**src/hdl/auto_range_histogram_macros.svh**
```systemverilog
// Assertion macros for the auto-ranging histogram block.
// Used by the top level only; no other dependencies.
`ifndef AUTO_RANGE_HISTOGRAM_MACROS_SVH
`define AUTO_RANGE_HISTOGRAM_MACROS_SVH
// Check that a condition implies a consequence in the same cycle.
`define ARH_ASSERT_IMP(lbl, a, c) \
  lbl: assert property (@(posedge clk) disable iff (!rst_n) (a) |-> (c)) \
    else $error("assertion failed");
// Check that a condition implies a consequence in the next cycle.
`define ARH_ASSERT_NEXT(lbl, a, c) \
  lbl: assert property (@(posedge clk) disable iff (!rst_n) (a) |=> (c)) \
    else $error("assertion failed");
`endif

```
**src/hdl/arh_pkg.sv**
```systemverilog
// Shared constants and types for the auto-ranging histogram block.
// No dependencies.
package arh_pkg;
  localparam int MaxSamples = 4096;
  localparam int MaxBins = 128;
  localparam int AddrW = $clog2(MaxSamples);
  localparam int CntW = AddrW + 1;
  localparam int BinW = $clog2(MaxBins);
  localparam logic [12:0] CountMax = 13'd8191;

  localparam logic [1:0] StOk = 2'd0;
  localparam logic [1:0] StNoBin = 2'd1;
  localparam logic [1:0] StEmpty = 2'd2;
  localparam logic [1:0] StDropped = 2'd3;

  localparam logic [1:0] RegBins = 2'd0;
  localparam logic [1:0] RegSel = 2'd1;
  localparam logic [1:0] RegTot = 2'd2;

  // Item passed from the front part to the back part.
  typedef struct packed {
    logic               is_read;
    logic signed [31:0] value;
    logic [BinW-1:0]    bin;
  } cmd_t;
endpackage

```
**src/hdl/arh_front.sv**
```systemverilog
// Front part: accepts items, filters samples by component, queues commands.
// Depends on arh_pkg.
module arh_front import arh_pkg::*; (
  input  logic               clk,
  input  logic               rst_n,
  input  logic               in_push,
  output logic               in_full,
  input  logic               in_cmd,
  input  logic signed [31:0] in_sample_value,
  input  logic [3:0]         in_sample_component,
  input  logic [6:0]         in_bin_index,
  input  logic [3:0]         sel_eff,
  output logic               q_valid,
  output cmd_t               q_data,
  input  logic               q_pop
);
  cmd_t       mem_r [4];
  logic [1:0] wp_r, rp_r;
  logic [2:0] cnt_r;
  logic       keep, wr, rd;

  // Keep reads and samples of the effective component.
  assign keep = in_cmd || (in_sample_component == sel_eff);
  assign in_full = (cnt_r == 3'd4);
  assign wr = in_push && !in_full && keep;
  assign rd = q_pop && q_valid;
  assign q_valid = (cnt_r != 3'd0);
  assign q_data = mem_r[rp_r];

  // Advance the queue pointers.
  always_ff @(posedge clk) begin
    if (!rst_n) begin
      wp_r <= '0;
      rp_r <= '0;
      cnt_r <= '0;
    end else begin
      if (wr) wp_r <= wp_r + 2'd1;
      if (rd) rp_r <= rp_r + 2'd1;
      cnt_r <= cnt_r + {2'b0, wr} - {2'b0, rd};
    end
  end

  // Store the entry.
  always_ff @(posedge clk) begin
    if (wr) begin
      mem_r[wp_r] <= '{is_read: in_cmd, value: in_sample_value, bin: in_bin_index};
    end
  end
endmodule

```
**config.mk**
```make
export PLATFORM = sky130hd
export DESIGN_NAME = arh_front
export DESIGN_NICKNAME = d
export VERILOG_FILES = /design/src/hdl/auto_range_histogram_macros.svh /design/src/hdl/arh_pkg.sv /design/src/hdl/arh_front.sv
export SDC_FILE = /design/constraint.sdc
export NUM_CORES = 1
export LEC_CHECK = 0
export ABC_CLOCK_PERIOD_IN_PS = 3800
export BUFFER_PORTS_ARGS = -buffer_cell sky130_fd_sc_hd__buf_2
export CAP_MARGIN = 10
export CORE_MARGIN = 5
export CORE_UTILIZATION = 43
export DETAILED_ROUTE_END_ITERATION = 6
export GPL_ROUTABILITY_DRIVEN = 0
export PLACE_DENSITY_LB_ADDON = 0.05
export SLEW_MARGIN = 20
export SYNTH_ARGS = -nofsm -noshare
export SYNTH_HDL_FRONTEND = slang
export SYNTH_SLANG_ARGS = --single-unit
```
**constraint.sdc**
```tcl
create_clock -name clk -period 3.8 [get_ports clk]
set_clock_uncertainty 0.2 [all_clocks]
set_input_delay 0.76 -clock clk [delete_from_list [all_inputs] [get_ports clk]]
set_output_delay 0.76 -clock clk [all_outputs]
set_load 0.02 [all_outputs]
```
==> impl_metrics.json <==
{
  "outcome": "completed",
  "die_h_um": 131,
  "yosys.cell_count.top_type": "sky130_fd_sc_hd__edfxtp_1",
  "firstDrtPassIters": 4,
  "grt_util_all_layers_pct": 13.6,
  "crit_path_start_kind": "register",
  "synth_flop_cell": "sky130_fd_sc_hd__edfxtp_1",
  "p_sw_mw": 1.31,
  "ys_seq_area_share_pct": 78.8,
  "die_wd_um": 131,
  "final_layout_size_suffix_gt1_share_pct": 46.3,
  "first_global_vias": 3222,
  "worstSetupEndpointType": "output port",
  "timing_worst_slew_pin_value_ns": 0.447,
  "io_buffer_count": 93,
  "final_antenna_net_count": 0,
  "hold_buf_cts": 0,
  "synth_edf_count": 160,
  "clock_tree_from_tritoncts": "built",
  "internal_power_mw": 3.68,
  "clock.fmax_mhz": 331,
  "viasPerCell": 5.04,
  "final.period_utilization_pct": 79.4,
  "sw_frac_of_total_pct": 26.3,
  "worstSetupPathType": "register to output port",
  "cts_made_buffers": 17,
  "ys_seq_elements": 169,
  "grt_setup_unrepaired": "false",
  "syn_to_final_growth_pct": 21.2,
  "grt_first_pass_wirelength_um": 17500,
  "maxSlewHeadroom_pct": 70.2,
  "post_synth_num_cell_types": 26,
  "rows": 44,
  "synthesis.yosys.warnings": 0,
  "timing.max_cap.violations": 0,
  "synth_top_cell_by_area": "sky130_fd_sc_hd__edfxtp_1",
  "cts_setup_buffers": 0,
  "syn_nets": 324,
  "crit-reg2reg-launch": "cnt_r[1]",
  "share_seq_of_total_power_pct": 45.6,
  "core-area_um2": 14500,
  "num_io_pins": 94,
  "drt_iter0_markers": 175,
  "report.final.hold_viol_count": 0,
  "drt-wirelength-per-cell_um": 19.3,
  "timing.hold.worst.class": "register to register",
  "mappedNetlistArea_um2": 6330,
  "cts_num_sinks": 169,
  "timing.critical_path.fanout_max": 21,
  "nFillCells": 1157,
  "cts_resized": 0,
  "clockBufferDepth": 2,
  "dpl_cell_area_um2": 7090,
  "syn_avg_cell_area_um2": 23.9,
  "ys_top_cells_by_area": "sky130_fd_sc_hd__edfxtp_1 76%, sky130_fd_sc_hd__mux4_2 14%, sky130_fd_sc_hd__dfxtp_1 2.8%",
  "p_clk_share_pct": 33.2,
  "slew_viol_final": 0,
  "timing.critical_path.required_ns": 2.84,
  "clock_latency_ns": 0.41,
  "final_nets": 435,
  "floorplan.initialDensity_pct": 43.7,
  "synth_common_cells": "160 x sky130_fd_sc_hd__edfxtp_1, 40 x sky130_fd_sc_hd__mux4_2, 9 x sky130_fd_sc_hd__dfxtp_1, 6 x sky130_fd_sc_hd__ha_1, 6 x sky130_fd_sc_hd__xor2_1",
  "power.static_leakage_nw": 2.61,
  "antenna_cells": 0,
  "grt_overflow": 0,
  "cts_htree_levels": 4,
  "synthArstFlopShare_pct": 0,
  "die_area_um2": 17200,
  "grt-busiest-layer": "met2",
  "layout.cell_area.non_filler_um2": 7670,
  "synth_cells": 265,
  "cts-root-buf": "sky130_fd_sc_hd__clkbuf_16",
  "placedCellCount": 541,
  "dr_total_vias": 2886,
  "post_layout_nonfiller_instances": 573,
  "final-setup-viol-count": 0,
  "minimum_period_implied_by_the_final_worst_setup_slack_ns": 3.02,
  "yosys.area.top_type_share_pct": 75.9,
  "detail_route.drc_violations": 0,
  "cp.arrival_ns": 2.06,
  "clk_pin_slew_worst_paths_ns": 0.06,
  "grt_util_met3_pct": 5.01,
  "final_routed_wirelength_um": 11100,
  "antenna_found_initial": 1,
  "ir_worst_vdd_uv": 365,
  "grt_use_met2_pct": 22.4,
  "hpwl_um": 6810,
  "global_route.usage.met1_pct": 16.4,
  "pin_count_of_the_biggest_net_entering_global_routing": 41,
  "combinationalPowerShare_pct": 21.2,
  "tns_ns": 0,
  "holdCritStartpoint": "wp_r[1]",
  "pwr_density_cell_nw_per_um2": 650
}
## placed cells by master (no fill, tap or decap), types with 2 or more instances in the layout
master                       instances
sky130_fd_sc_hd__bufinv_16           2
sky130_fd_sc_hd__mux4_2             40
sky130_fd_sc_hd__or3_1               2
sky130_fd_sc_hd__inv_1               5
sky130_fd_sc_hd__ha_1                6
sky130_fd_sc_hd__clkbuf_8            3
sky130_fd_sc_hd__clkinv_2            4
sky130_fd_sc_hd__nor2_1              5
sky130_fd_sc_hd__buf_2              93
sky130_fd_sc_hd__nand2_1             4
sky130_fd_sc_hd__clkbuf_1            3
sky130_fd_sc_hd__xor2_1              6
sky130_fd_sc_hd__xnor2_1             2
sky130_fd_sc_hd__and2_2              4
sky130_fd_sc_hd__buf_12              5
sky130_fd_sc_hd__buf_4               3
sky130_fd_sc_hd__clkbuf_16          17
sky130_fd_sc_hd__dfxtp_1             7
sky130_fd_sc_hd__clkinvlp_4          2
sky130_fd_sc_hd__edfxtp_1          160
## kinds of logic (layout without fill, tap and decap cells)
family / count (synthesis) / count (layout) / share of synthesized area [%]
buffers and inverters: 15 / 139 / 1.38
XOR/XNOR: 8 / 8 / 1.11
multiplexers: 42 / 42 / 14.6
flip-flops: 169 / 169 / 78.8
adder cells (fa/ha/maj): 7 / 7 / 1.50
AND/OR/NAND/NOR: 21 / 21 / 2.17
AO/OA/AOI/OAI: 3 / 3 / 0.494
## sequential cells by signal, summed over array words and instances, names as in the netlist, named ones only
register	cells
cnt_r	3
wp_r	2
mem_r	160
rp_r	2
## area by class of cell
class	count	area, µm²	area share [%]
repair buffers	101	588	7.67
inverters	6	22.5	0.294
clock inverters	9	98.8	1.29
clock buffers	23	478	6.23
flip-flops and latches	169	4990	65.1
well taps	184	230	3.00
multi-input cells	81	1260	16.4
## metal layers
| metal | part of all wire (%) | wire, µm |
|---|---|---|
| met1 | 41 | 4580 |
| met2 | 52 | 5790 |
| met3 | 5.1 | 568 |
| met4 | 1.1 | 124 |
| met5 | 0.063 | 7 |
## critical path: stages (launching register included)
cell and delay (ns):
sky130_fd_sc_hd__dfxtp_4 0.63, sky130_fd_sc_hd__buf_12 0.27, sky130_fd_sc_hd__mux4_2 0.54, sky130_fd_sc_hd__buf_2 0.18
## through the flow
stage / utilization, % / setup WS (ns) / power, mW / hold WS, ns
floorplan: - / 0.783 / 3.06 / 0.268
global placement: 49.0 / 0.645 / 3.40 / 0.287
CTS: 53.0 / 0.688 / 5.07 / 0.308
detailed placement: 49.0 / 0.623 / 3.41 / 0.300
finish: 53.0 / 0.783 / 4.99 / 0.306
global route: 53.0 / 0.625 / 5.22 / 0.338
## worst paths after layout
kind / end / slack, ns / cells after the start
worst min-delay path: wp_r[1] / 0.31 / 2
worst max-delay path: q_data[14] / 0.78 / 3
worst max register to register: cnt_r[2] / 1.29 / 12
worst min register to register: wp_r[1] / 0.31 / 2
## power by group through the flow
| stage | logic, mW | registers (mW) | clock network [mW] |
|---|---|---|---|
| 2_1_floorplan | 0.822 | 2.24 | 0 |
| 3_3_place_gp | 1.08 | 2.32 | 0 |
| 3_5_place_dp | 1.09 | 2.32 | 0 |
| 4_1_cts | 1.09 | 2.28 | 1.70 |
| 5_1_grt | 1.15 | 2.30 | 1.78 |
| 6_report | 1.06 | 2.27 | 1.65 |
Note: power is estimated with default switching activity, not from simulation.
